--- src/rtl/wfcd_pkg.sv ---
`timescale 1ns / 1ps
// Shared types and constants for the wait-for graph cycle detector.
package wfcd_pkg;

  localparam int SLOT_W     = 4;   // width of a slot field on the ports
  localparam int RESULT_CAP = 16;  // most members reported for one cycle
  localparam int K_W        = 4;   // counts 0 .. RESULT_CAP-1

  typedef enum logic [1:0] {
    REQ_SET  = 2'd0,
    REQ_CLR  = 2'd1,
    REQ_FIND = 2'd2
  } req_type_t;

  typedef enum logic [3:0] {
    ST_IDLE,
    ST_EDGE,
    ST_QCHK,
    ST_SCAN,
    ST_POP,
    ST_ROW,
    ST_FIND_RD,
    ST_FIND_CMP,
    ST_EMIT_RD,
    ST_EMIT_OUT
  } wfcd_state_t;

  typedef struct packed {
    logic [1:0]        req_type;
    logic [SLOT_W-1:0] waiter_txn;
    logic [SLOT_W-1:0] holder_txn;
    logic [SLOT_W-1:0] start_txn;
  } in_req_t;

  typedef struct packed {
    logic              cycle_found;
    logic [SLOT_W-1:0] member_txn;
    logic              last;
  } out_rsp_t;

endpackage

--- src/rtl/wfcd_adj_store.sv ---
`timescale 1ns / 1ps
// Adjacency matrix store: one row per waiter, registered read, per-row valid bits.
module wfcd_adj_store import wfcd_pkg::*; #(
  parameter int MAX_TXNS = 16
) (
  input  logic                        clk,
  input  logic                        rst_n,
  input  logic [$clog2(MAX_TXNS)-1:0] rd_addr,
  output logic [MAX_TXNS-1:0]         rd_row,
  input  logic                        wr_en,
  input  logic [$clog2(MAX_TXNS)-1:0] wr_addr,
  input  logic [MAX_TXNS-1:0]         wr_row
);

  logic [MAX_TXNS-1:0] mem [MAX_TXNS];
  logic [MAX_TXNS-1:0] row_vld_r;
  logic [MAX_TXNS-1:0] rd_row_r;

  always_ff @(posedge clk) begin
    if (wr_en) begin
      mem[wr_addr] <= wr_row;
    end
  end

  // rows never written read as empty
  always_ff @(posedge clk) begin
    if (!rst_n) begin
      row_vld_r <= '0;
    end else if (wr_en) begin
      row_vld_r[wr_addr] <= 1'b1;
    end
  end

  always_ff @(posedge clk) begin
    rd_row_r <= row_vld_r[rd_addr] ? mem[rd_addr] : '0;
  end

  assign rd_row = rd_row_r;

endmodule

--- src/rtl/wait_for_cycle_detector_top.sv ---
`timescale 1ns / 1ps
// Top level of the wait-for graph cycle detector: request sequencer, DFS walk, path stack.
// Edge set/clear: row read at accept, row write back, busy high 1 cycle; no result.
// Query: fetch the start row, then test one neighbor bit at a time, with an end-of-row
//   test per row, a row fetch per push, and a parent read and row fetch per pop.
// On a cycle: the stack is scanned entry by entry to find the entry slot, then one out_valid
//   strobe per member (at most 16). A request is taken whenever busy is low; no output stall.
// Reset (rst_n low, synchronous) empties the graph via per-row valid bits and clears the marks.
module wait_for_cycle_detector_top import wfcd_pkg::*; #(
  parameter int MAX_TXNS = 16
) (
  input  logic     clk,
  input  logic     rst_n,
  input  logic     start,
  output logic     busy,
  input  in_req_t  in_req,
  output logic     out_valid,
  output out_rsp_t out_rsp
);

  localparam int IDX_W = $clog2(MAX_TXNS);
  localparam int CNT_W = $clog2(MAX_TXNS + 1);
  localparam int EXT_W = (IDX_W > SLOT_W) ? IDX_W : SLOT_W;

  // port slot -> internal index (truncate or extend)
  function automatic logic [IDX_W-1:0] to_idx(input logic [SLOT_W-1:0] s);
    logic [EXT_W-1:0] e;
    e = EXT_W'(s);
    return e[IDX_W-1:0];
  endfunction

  function automatic logic slot_ok(input logic [SLOT_W-1:0] s);
    return 32'(s) < MAX_TXNS;
  endfunction

  wfcd_state_t state_r, state_nxt;

  // sequencer and mark state
  logic [MAX_TXNS-1:0] gray_r, black_r;
  logic [CNT_W-1:0]    depth_r;
  logic                out_valid_r;

  // payload registers
  in_req_t             req_r;
  logic [IDX_W-1:0]    u_r;        // node being expanded
  logic [CNT_W-1:0]    v_r;        // neighbor under test, MAX_TXNS = row exhausted
  logic [MAX_TXNS-1:0] row_r;      // adjacency row of u_r
  logic [IDX_W-1:0]    tgt_r;      // gray node closing the cycle
  logic [IDX_W-1:0]    p_r;        // stack scan pointer
  logic [IDX_W-1:0]    e_addr_r;   // stack entry being emitted
  logic [K_W-1:0]      k_r;
  logic [K_W-1:0]      n_m1_r;     // members to emit, minus one
  out_rsp_t            out_rsp_r;

  // path stack memory
  logic [IDX_W-1:0] stk_mem [MAX_TXNS];
  logic [IDX_W-1:0] stk_rd_r;
  logic             stk_we;
  logic [IDX_W-1:0] stk_wa, stk_wd, stk_ra;

  // adjacency store port
  logic [IDX_W-1:0]    adj_rd_addr;
  logic [MAX_TXNS-1:0] adj_row;
  logic                adj_we;
  logic [MAX_TXNS-1:0] adj_wd;
  logic [MAX_TXNS-1:0] hbit;

  // decode
  logic             accept;
  req_type_t        in_type;
  logic [IDX_W-1:0] vi;
  logic             scan_end, hit, cyc, push, depth_full, depth_one;
  logic             match, out_fire;
  logic [CNT_W-1:0] dm2, rem, rem_m1, u_p1;
  logic [EXT_W-1:0] member_ext;

  assign accept     = start && !busy;
  assign in_type    = req_type_t'(in_req.req_type);
  assign vi         = v_r[IDX_W-1:0];
  assign scan_end   = (v_r == CNT_W'(MAX_TXNS));
  assign hit        = !scan_end && row_r[vi];
  assign cyc        = hit && gray_r[vi];
  assign depth_full = (depth_r == CNT_W'(MAX_TXNS));
  assign push       = hit && !gray_r[vi] && !black_r[vi] && !depth_full;
  assign depth_one  = (depth_r == CNT_W'(1));
  assign dm2        = depth_r - CNT_W'(2);
  assign u_p1       = CNT_W'(u_r) + CNT_W'(1);
  assign match      = (stk_rd_r == tgt_r);
  assign rem        = depth_r - CNT_W'(p_r);
  assign rem_m1     = rem - CNT_W'(1);
  assign member_ext = EXT_W'(stk_rd_r);
  assign hbit       = MAX_TXNS'(1) << to_idx(req_r.holder_txn);

  // results that come straight from the sequencer
  always_comb begin
    out_fire = 1'b0;
    case (state_r)
      ST_IDLE:     out_fire = accept && (in_type == REQ_FIND) && !slot_ok(in_req.start_txn);
      ST_QCHK:     out_fire = (adj_row == '0);
      ST_SCAN:     out_fire = scan_end && depth_one;
      ST_EMIT_OUT: out_fire = 1'b1;
      default:     out_fire = 1'b0;
    endcase
  end

  // next state
  always_comb begin
    state_nxt = state_r;
    case (state_r)
      ST_IDLE: begin
        if (accept) begin
          case (in_type)
            REQ_SET, REQ_CLR: state_nxt = ST_EDGE;
            REQ_FIND:         state_nxt = slot_ok(in_req.start_txn) ? ST_QCHK : ST_IDLE;
            default:          state_nxt = ST_IDLE;
          endcase
        end
      end
      ST_EDGE: state_nxt = ST_IDLE;
      ST_QCHK: state_nxt = (adj_row == '0) ? ST_IDLE : ST_SCAN;
      ST_SCAN: begin
        if (scan_end)  state_nxt = depth_one ? ST_IDLE : ST_POP;
        else if (cyc)  state_nxt = ST_FIND_RD;
        else if (push) state_nxt = ST_ROW;
        else           state_nxt = ST_SCAN;
      end
      ST_POP:      state_nxt = ST_ROW;
      ST_ROW:      state_nxt = ST_SCAN;
      ST_FIND_RD:  state_nxt = ST_FIND_CMP;
      ST_FIND_CMP: state_nxt = match ? ST_EMIT_RD : ST_FIND_RD;
      ST_EMIT_RD:  state_nxt = ST_EMIT_OUT;
      ST_EMIT_OUT: state_nxt = (k_r == n_m1_r) ? ST_IDLE : ST_EMIT_RD;
      default:     state_nxt = ST_IDLE;
    endcase
  end

  // memory port control
  always_comb begin
    adj_rd_addr = u_r;
    adj_we      = 1'b0;
    adj_wd      = (req_type_t'(req_r.req_type) == REQ_SET) ? (adj_row | hbit)
                                                           : (adj_row & ~hbit);
    stk_we      = 1'b0;
    stk_wa      = depth_r[IDX_W-1:0];
    stk_wd      = vi;
    stk_ra      = p_r;
    case (state_r)
      ST_IDLE: begin
        adj_rd_addr = (in_type == REQ_FIND) ? to_idx(in_req.start_txn)
                                            : to_idx(in_req.waiter_txn);
      end
      ST_EDGE: begin
        adj_we = slot_ok(req_r.waiter_txn) && slot_ok(req_r.holder_txn);
      end
      ST_QCHK: begin
        stk_we = (adj_row != '0);
        stk_wa = '0;
        stk_wd = to_idx(req_r.start_txn);
      end
      ST_SCAN: begin
        if (scan_end) begin
          stk_ra = dm2[IDX_W-1:0];  // parent entry
        end else if (push) begin
          stk_we      = 1'b1;
          adj_rd_addr = vi;
        end
      end
      ST_POP:     adj_rd_addr = stk_rd_r;
      ST_FIND_RD: stk_ra = p_r;
      ST_EMIT_RD: stk_ra = e_addr_r;
      default: ;
    endcase
  end

  wfcd_adj_store #(
    .MAX_TXNS(MAX_TXNS)
  ) u_adj (
    .clk     (clk),
    .rst_n   (rst_n),
    .rd_addr (adj_rd_addr),
    .rd_row  (adj_row),
    .wr_en   (adj_we),
    .wr_addr (to_idx(req_r.waiter_txn)),
    .wr_row  (adj_wd)
  );

  always_ff @(posedge clk) begin
    if (stk_we) begin
      stk_mem[stk_wa] <= stk_wd;
    end
    stk_rd_r <= stk_mem[stk_ra];
  end

  // control state
  always_ff @(posedge clk) begin
    if (!rst_n) begin
      state_r     <= ST_IDLE;
      gray_r      <= '0;
      black_r     <= '0;
      depth_r     <= '0;
      out_valid_r <= 1'b0;
    end else begin
      state_r     <= state_nxt;
      out_valid_r <= out_fire;
      case (state_r)
        ST_IDLE: begin
          if (accept && in_type == REQ_FIND) begin
            gray_r  <= '0;
            black_r <= '0;
            depth_r <= '0;
          end
        end
        ST_QCHK: begin
          if (adj_row != '0) begin
            gray_r[to_idx(req_r.start_txn)] <= 1'b1;
            depth_r <= CNT_W'(1);
          end
        end
        ST_SCAN: begin
          if (scan_end) begin
            black_r[u_r] <= 1'b1;
            gray_r[u_r]  <= 1'b0;
            depth_r      <= depth_r - CNT_W'(1);
          end else if (push) begin
            gray_r[vi] <= 1'b1;
            depth_r    <= depth_r + CNT_W'(1);
          end
        end
        default: ;
      endcase
    end
  end

  // datapath
  always_ff @(posedge clk) begin
    case (state_r)
      ST_IDLE: begin
        if (accept) req_r <= in_req;
      end
      ST_QCHK: begin
        u_r   <= to_idx(req_r.start_txn);
        v_r   <= '0;
        row_r <= adj_row;
      end
      ST_SCAN: begin
        if (scan_end) begin
          v_r <= u_p1;  // resume parent just past the popped child
        end else if (cyc) begin
          tgt_r <= vi;
          p_r   <= '0;
        end else if (push) begin
          u_r <= vi;
          v_r <= '0;
        end else begin
          v_r <= v_r + CNT_W'(1);
        end
      end
      ST_POP: u_r   <= stk_rd_r;
      ST_ROW: row_r <= adj_row;
      ST_FIND_CMP: begin
        if (match) begin
          e_addr_r <= p_r;
          k_r      <= '0;
          n_m1_r   <= (32'(rem_m1) >= RESULT_CAP) ? K_W'(RESULT_CAP - 1) : K_W'(rem_m1);
        end else begin
          p_r <= p_r + IDX_W'(1);
        end
      end
      ST_EMIT_OUT: begin
        e_addr_r <= e_addr_r + IDX_W'(1);
        k_r      <= k_r + K_W'(1);
      end
      default: ;
    endcase

    if (out_fire) begin
      if (state_r == ST_EMIT_OUT) begin
        out_rsp_r.cycle_found <= 1'b1;
        out_rsp_r.member_txn  <= member_ext[SLOT_W-1:0];
        out_rsp_r.last        <= (k_r == n_m1_r);
      end else begin
        out_rsp_r.cycle_found <= 1'b0;
        out_rsp_r.member_txn  <= '0;
        out_rsp_r.last        <= 1'b1;
      end
    end
  end

  assign busy      = (state_r != ST_IDLE);
  assign out_valid = out_valid_r;
  assign out_rsp   = out_rsp_r;

  // a no-cycle report is always the only result of its request
  a_none_is_last: assert property (@(posedge clk) disable iff (!rst_n)
    out_valid && !out_rsp.cycle_found |-> out_rsp.last)
    else $error("no-cycle result without last");

  // the node under expansion stays gray while its row is scanned
  a_u_gray: assert property (@(posedge clk) disable iff (!rst_n)
    state_r == ST_SCAN |-> gray_r[u_r])
    else $error("expanded node not gray");

  // the walk never scans with an empty path
  a_depth_live: assert property (@(posedge clk) disable iff (!rst_n)
    state_r == ST_SCAN || state_r == ST_POP |-> depth_r != '0)
    else $error("scan with empty path");

  // a result only follows work on a request
  a_out_cause: assert property (@(posedge clk) disable iff (!rst_n)
    out_valid |-> $past(busy || start))
    else $error("result without request");

endmodule

--- config.mk ---
export PLATFORM = sky130hd
export DESIGN_NAME = wait_for_cycle_detector_top
export DESIGN_NICKNAME = d
export VERILOG_FILES = /design/src/rtl/wfcd_pkg.sv /design/src/rtl/wfcd_adj_store.sv /design/src/rtl/wait_for_cycle_detector_top.sv
export SDC_FILE = /design/constraint.sdc
export NUM_CORES = 1
export LEC_CHECK = 0
export BUFFER_PORTS_ARGS = -buffer_cell sky130_fd_sc_hd__buf_2
export CAP_MARGIN = 20
export CELL_PAD_IN_SITES_DETAIL_PLACEMENT = 0
export CELL_PAD_IN_SITES_GLOBAL_PLACEMENT = 1
export CORE_ASPECT_RATIO = 0.9
export CORE_MARGIN = 2
export CORE_UTILIZATION = 55
export DETAILED_ROUTE_END_ITERATION = 10
export PLACE_DENSITY_LB_ADDON = 0.1
export SETUP_SLACK_MARGIN = 0.3
export SLEW_MARGIN = 20
export SYNTH_ARGS = -nofsm -noshare
export SYNTH_HDL_FRONTEND = slang
export SYNTH_HIERARCHICAL = 1
export SYNTH_SLANG_ARGS = --single-unit
export TNS_END_PERCENT = 1
--- constraint.sdc ---
create_clock -name clk -period 8.1 [get_ports clk]
set_input_delay 1.215 -clock clk [delete_from_list [all_inputs] [get_ports clk]]
set_output_delay 1.215 -clock clk [all_outputs]
set_load 0.01 [all_outputs]
Word level (Yosys, flattened, before mapping)
Memory sizes are Yosys's and may differ from the RTL's. A register that Yosys moved wholly into a read port is not among the register bits.
Index checks and enable logic that the tools add are counted.
{ "word_totals": {"memories": 2, "elab_cells": 194, "ram_bits": 320, "out_inout_bits": 8, "regBits": 123} }
{ "memory_table": {"columns": ["name", "depth", "word_bits", "read_ports", "rd_clocked_by_memory_dff", "write_ports", "line_no", "text"], "rows": [
  ["u_adj.mem", 16, 16, 1, 1, 1, "wfcd_adj_store.sv:15", "logic [MAX_TXNS-1:0] mem [MAX_TXNS];"],
  ["stk_mem", 16, 4, 1, 1, 1, "wait_for_cycle_detector_top.sv:56", "logic [IDX_W-1:0] stk_mem [MAX_TXNS];"]
]} }
{ "classes": {"n_mux": 72, "reduce_logical": 41, "bitwise": 10, "n_eq_ne": 27, "n_addsub": 10, "order_cmp": 10, "shift": 1} }
{ "ops": {"columns": ["op", "count"], "rows": [
  ["16-bit two-way mux", 6],
  ["16-bit bitwise OR", 5],
  ["4-bit two-way mux", 16],
  ["16-bit case mux with 3 select lines", 1],
  ["4-bit case mux with 9 select lines", 1],
  ["5-bit two-way mux", 7],
  ["16-bit bitwise AND", 2],
  ["16-bit NOT", 2],
  ["16-bit case mux with 2 select lines", 1],
  ["4-bit case mux with 2 select lines", 4],
  ["4-bit by 5-bit < comparator with 1-bit output, second input constant", 5],
  ["4-bit case mux with 3 select lines", 2],
  ["2-bit inequality test, second input constant", 9],
  ["1-bit binary-select mux with 4-bit select", 4],
  ["1-bit demux with 4-bit select", 4],
  ["4-bit by 3-bit equality test with 1-bit output, second input constant", 4],
  ["4-bit by 1-bit greater-or-equal comparator with 1-bit output, second input constant", 4],
  ["16-bit logical NOT", 1],
  ["16-bit nonzero test", 1],
  ["1-bit by 4-bit left shift with 16-bit output, first input constant", 1],
  ["1-bit two-way mux", 15],
  ["5-bit case mux with 3 select lines", 1],
  ["4-bit by 1-bit adder with 4-bit output, second input constant", 3],
  ["1-bit logical AND", 12],
  ["33 further kinds", 60]
]} }

Depth between registers and ports, before layout
{ "logic_depth": {"depth_word": 12, "mapped_depth": 17, "mapped_depth_nobuf": 13} }

Hierarchy
The synthesis kept the hierarchy.
{ "modules_own_cells": {"columns": ["mod", "cells_per_inst", "area_each_um2", "n_inst", "seq_area_each_um2"], "rows": [
  ["wfcd_adj_store", 475, 10632.7, 1, 8328.0],
  ["wait_for_cycle_detector_top", 839, 8934.8, 1, 4794.6]
]} }

Worst setup path before layout
OpenSTA, ideal clock, no wires.
{ "synth_timing": {"path_type": "register -> register", "from": "reg v_r[1]", "to": "reg u_adj.rd_row_r[0], in the netlist u_adj/rd_row[0] (read register of u_adj.mem)", "n_path_buf": 5, "stages_incl_launch_ff": 18, "arrival_time_ps": 3811, "t_required_ps": 7977, "path_slack_ps": 4166, "cell_sequence": "edfxtp_1 > buf_2 > buf_2 > inv_1 > ha_1 > nor4bb_1 > clkbuf_1 > a311oi_1 > a22oi_2 > o31ai_4 > nand2_1 > a221o_1 > buf_6 > mux4_2 > a22o_1 > nor2_8 > buf_8 > a21oi_1"} }
{ "synth_via": {"elab_chain_cells": 12} }
{ "synth_lines": {"columns": ["item", "line_no", "text"], "rows": [
  ["start, declared", "wait_for_cycle_detector_top.sv:46", "logic [CNT_W-1:0] v_r;"],
  ["start signal, assigned", "wait_for_cycle_detector_top.sv:247", "v_r <= u_p1;"],
  ["start signal, assigned", "wait_for_cycle_detector_top.sv:255", "v_r <= v_r + CNT_W'(1);"],
  ["1-bit binary-select mux with 4-bit select (tied with other cells)", "wait_for_cycle_detector_top.sv:81", "assign hit = !scan_end && row_r[vi];"],
  ["1-bit two-way mux (not written as such) (tied with other cells)", "wait_for_cycle_detector_top.sv:81", null],
  ["1-bit logical AND / 1-bit logical NOT (equally long branches)", "wait_for_cycle_detector_top.sv:81, wait_for_cycle_detector_top.sv:84", null],
  ["1-bit logical AND (3 in series)", "wait_for_cycle_detector_top.sv:84", "assign push = hit && !gray_r[vi] && !black_r[vi] && !depth_full;"],
  ["4-bit two-way mux", null, null],
  ["4-bit two-way mux *", "wait_for_cycle_detector_top.sv:161", "if (scan_end) begin"],
  ["4-bit case mux with 3 select lines *", "wait_for_cycle_detector_top.sv:147", "case (state_r)"],
  ["named net adj_rd_addr[0]", "wait_for_cycle_detector_top.sv:62", "logic [IDX_W-1:0] adj_rd_addr;"],
  ["1-bit binary-select mux with 4-bit select", "wfcd_adj_store.sv:35", "rd_row_r <= row_vld_r[rd_addr] ? mem[rd_addr] : '0;"],
  ["1-bit two-way mux (not written as such)", "wfcd_adj_store.sv:35", null],
  ["1-bit logical NOT (no line)", null, null],
  ["end, declared", "wfcd_adj_store.sv:17", "logic [MAX_TXNS-1:0] rd_row_r;"]
]} }
The timed path passes the listed nets; every way through them passes the cells marked *. The select of a mux whose other input is x is not followed.
A chain may end at the register's enable or synchronous reset.

Worst setup path after layout
{ "layout_timing": {"from": "reg v_r[0]", "to": "reg u_adj.rd_row_r[11], in the netlist u_adj/rd_row[11] (read register of u_adj.mem)"} }
The elaborated chain is that of the path after synthesis.

==> impl_metrics.csv <==
group,metric,value,unit
status,outcome,"completed",
clocking,post_cts_resized,0,
clocking,clk_pin_slew_worst_paths,0.06,ns
drt,first_pass_iters,6,
global_route,grt_pass1_vias,11500,
clocking,cts_buffers,46,
critical_path,cp_top_family,"simple AND/OR/NAND/NOR gates",
pwr,p_per_area,231,nW/um^2
critical_path,r2r_slack,2.97,ns
synth,synth-edff-count,385,
synth,synth_area,19600,um^2
timing,hold_slack,0.470,ns
synth,yosys_warnings,6,
synth,seq_area_frac_synth,0.671,
timing,worst_pin_slew,1.07,ns
critical_path,arrival,5.54,ns
final_layout,antennaDiodeCount,0,
floorplan,die_area,37100,um^2
clocking,root_buffer,"clkbuf_16",
run,max-cap-violations,0,
clocking,htree_levels,2,
drt,drc_errors,0,
synth,synth_ff_type,"edfxtp_1",
critical_path,startpoint_type,"register",
critical_path,cp.required,8.51,ns
drt,vias_per_cell,6.35,
synth,synth_top_family_by_area,"multiplexers",
critical_path,crit_fanout,68,
floorplan,coreArea,35100,um^2
synth,synth_fa_ha_area_frac,0.0151,
critical_path,timing.rr.start,"v_r[0]",
drt,vias,11700,
final_layout,area_growth,11.8,%
timing,max_freq,195,MHz
clocking,insertion_delay,0.56,ns
clocking,cts_max_path_buffers,3,
synth,synth_seq_cells,463,
timing,maxSlewHeadroom,0.282,
floorplan,ios,25,
floorplan,fp.dieH,183,um
timing,post-route-min-period,5.13,ns
critical_path,critPathSlowestCell,"nor3_2",
synth,yosys-mux-area-fraction,0.101,
synth,syn_inst,1314,
drt,drtIter0Drc,1201,
synth,syn_nets,1354,
drt,wl_per_cell,25.7,um
floorplan,die_w,203,um
synth,synth-simple-area-share,0.0808,
critical_path,crit_path_end_kind,"register",
hold_path,whs_path_depth,1,
final_layout,layout.cells.most_common,"edfxtp_1",
synth,synth_compound_area_frac,0.0976,
global_route,antenna_found_initial,0,
critical_path,worst-path-stages,12,
pwr,ir_worst_vdd,0.211,mV
critical_path,r2r-end,"u_adj/rd_row[11]",
timing,finalClockSkew,0.0243,ns
placed_design,port_buffers,24,
pwr,p_leak,7.28,nW
timing,post-route-period-util,0.633,
drt,antenna_left,0,
placed_design,place_congestion,0.842,
clocking,postCtsSetupRepairBufs,0,
critical_path,critPathBufInv,2,
timing,setup_viol,0,
synth,synth_xor_area_frac,0.0116,
critical_path,critPathKind,"register to register",
final_layout,fin_nets,1380,
critical_path,r2r_cells,12,
final_layout,drive_above_1_share,0.189,
critical_path,path_cells,"buf_4 -> mux4_2 -> a22oi_2 -> nand4_2 -> nor3_2 -> a32oi_1 -> o211ai_1 -> buf_4 -> mux4_2 -> a22o_1 -> nor2_8 -> a21oi_1",
floorplan,rows,65,
clocking,clkSinkCount,463,
synth,postSynthAreaPerCell,14.9,um^2
floorplan,initial_utilization,0.558,
synth,yosysUniqueCellTypes,71,
global_route,grt_util_all_layers,0.261,
clocking,cts_hold_buf,0,
timing,final_max_slew_viol_count,0,
global_route,overflow,0,
clocking,cts_tree,"done",
drt,wirelength,47400,um
hold_path,hold_path.class,"register to register",
final_layout,final_cell_mix,"edfxtp_1, nand2_1, a21oi_1",
timing,finalSetupTns,0,ns
synth,async_reset_ff_frac,0,
hold_path,min_to,"u_adj/row_vld_r[11]",
timing,hold_violations,0,
timing,rsz0062_at_grt,"false",
global_route,grt_pass1_wl,71800,um
critical_path,crit_path_max_incr_delay,0.76,ns
placed_design,dp_hpwl,28400,um
hold_path,min_from,"u_adj/row_vld_r[11]",
global_route,grt_max_degree,69,
area by class of cell:
type / count / area, um^2
inverters: 16 / 60.1
flip-flops and latches: 463 / 13100
fillers: 2551 / 13200
well taps: 469 / 587
clock inverters: 19 / 219
clock buffers: 66 / 1310
repair buffers: 57 / 365
multi-input cells: 756 / 6210
synthesized netlist by cell type, types with 3 or more instances:
library cell	count	area (um^2)
buf_2	18	90.1
and2_1	12	75.1
mux2_2	13	146
a2bb2oi_1	12	105
a21o_1	4	30.0
edfxtp_1	385	11600
nand3_1	15	75.1
clkbuf_1	45	169
dfxtp_1	78	1560
nand2_1	124	465
a311oi_1	13	114
inv_1	16	60.1
mux2i_1	7	70.1
buf_6	7	78.8
a32oi_1	14	123
nor4_1	8	50.1
nand3b_1	3	22.5
a21oi_1	89	445
nor2b_1	15	93.8
o21ai_0	29	145
buf_1	3	11.3
nand2b_1	11	68.8
a31oi_1	14	87.6
nor3_1	27	135
nor2_1	84	315
and3_1	6	37.5
a21boi_0	3	22.5
a32o_1	4	40.0
o211ai_1	7	52.6
o21a_1	16	120
nand4_1	4	25.0
xnor2_1	12	105
mux4_2	78	1760
ha_1	22	275
or3_1	4	25.0
a22oi_1	37	278
a221o_1	5	50.1
o41ai_1	11	96.3
buf_4	3	22.5
xor2_1	14	123
logic make-up after synthesis:
family / count (synthesis)
DFF: 463
xor gates and xnor gates: 26
adders and majority gates: 23
buffers and inverters: 95
and+or+nand+nor: 331
AOI/OAI and AO/OA: 278
muxes: 98
worst max-delay path by stage:
stage | startpoint | endpoint | slack, ns
global route | state_r[0] | u_adj/rd_row[11] | 2.54
floorplan | v_r[1] | u_adj/rd_row[0] | 4.17
detailed placement | v_r[0] | u_adj/rd_row[8] | 2.99
CTS | v_r[0] | u_adj/rd_row[11] | 2.94
global placement | v_r[0] | u_adj/rd_row[11] | 3.12
finish | v_r[0] | u_adj/rd_row[11] | 2.97
registers in the layout (all words and copies together) (netlist names), 5 cells and up:
signal / count
u_adj/rd_row: 16
out_rsp: 6
req_r: 14
u_adj/row_vld_r: 16
gray_r: 16
depth_r: 5
black_r: 16
row_r: 16
v_r: 5
u_adj/mem: 256
stk_mem: 64
routing by layer:
| metal | vias up | wire length (um) | GRT usage |
|---|---|---|---|
| met4 | 0 | 740 | 0.0622 |
| li1 | 5206 | - | - |
| met3 | 57 | 4070 | 0.0487 |
| met1 | 5956 | 21900 | 0.418 |
| met2 | 500 | 20700 | 0.373 |
| met5 | - | 0 | 0 |
through the flow:
stage	instance area, um^2	utilization	setup WS (ns)	total power [mW]	instances
3_5_place_dp	20300	0.579	2.99	2.93	1761
6_report	21900	0.624	2.97	5.05	1846
2_1_floorplan	19600	-	4.17	2.85	1314
4_1_cts	21800	0.622	2.94	5.07	1846
5_1_grt	21900	0.624	2.54	5.19	1846
3_3_place_gp	20300	0.578	3.12	2.93	1760
power by group:
group,internal [mW],switching (mW)
registers,2.58,0.0238
logic,0.117,0.166
clock network,1.28,0.880
total,3.98,1.07
No activity file was read; power rests on OpenSTA's default activity.
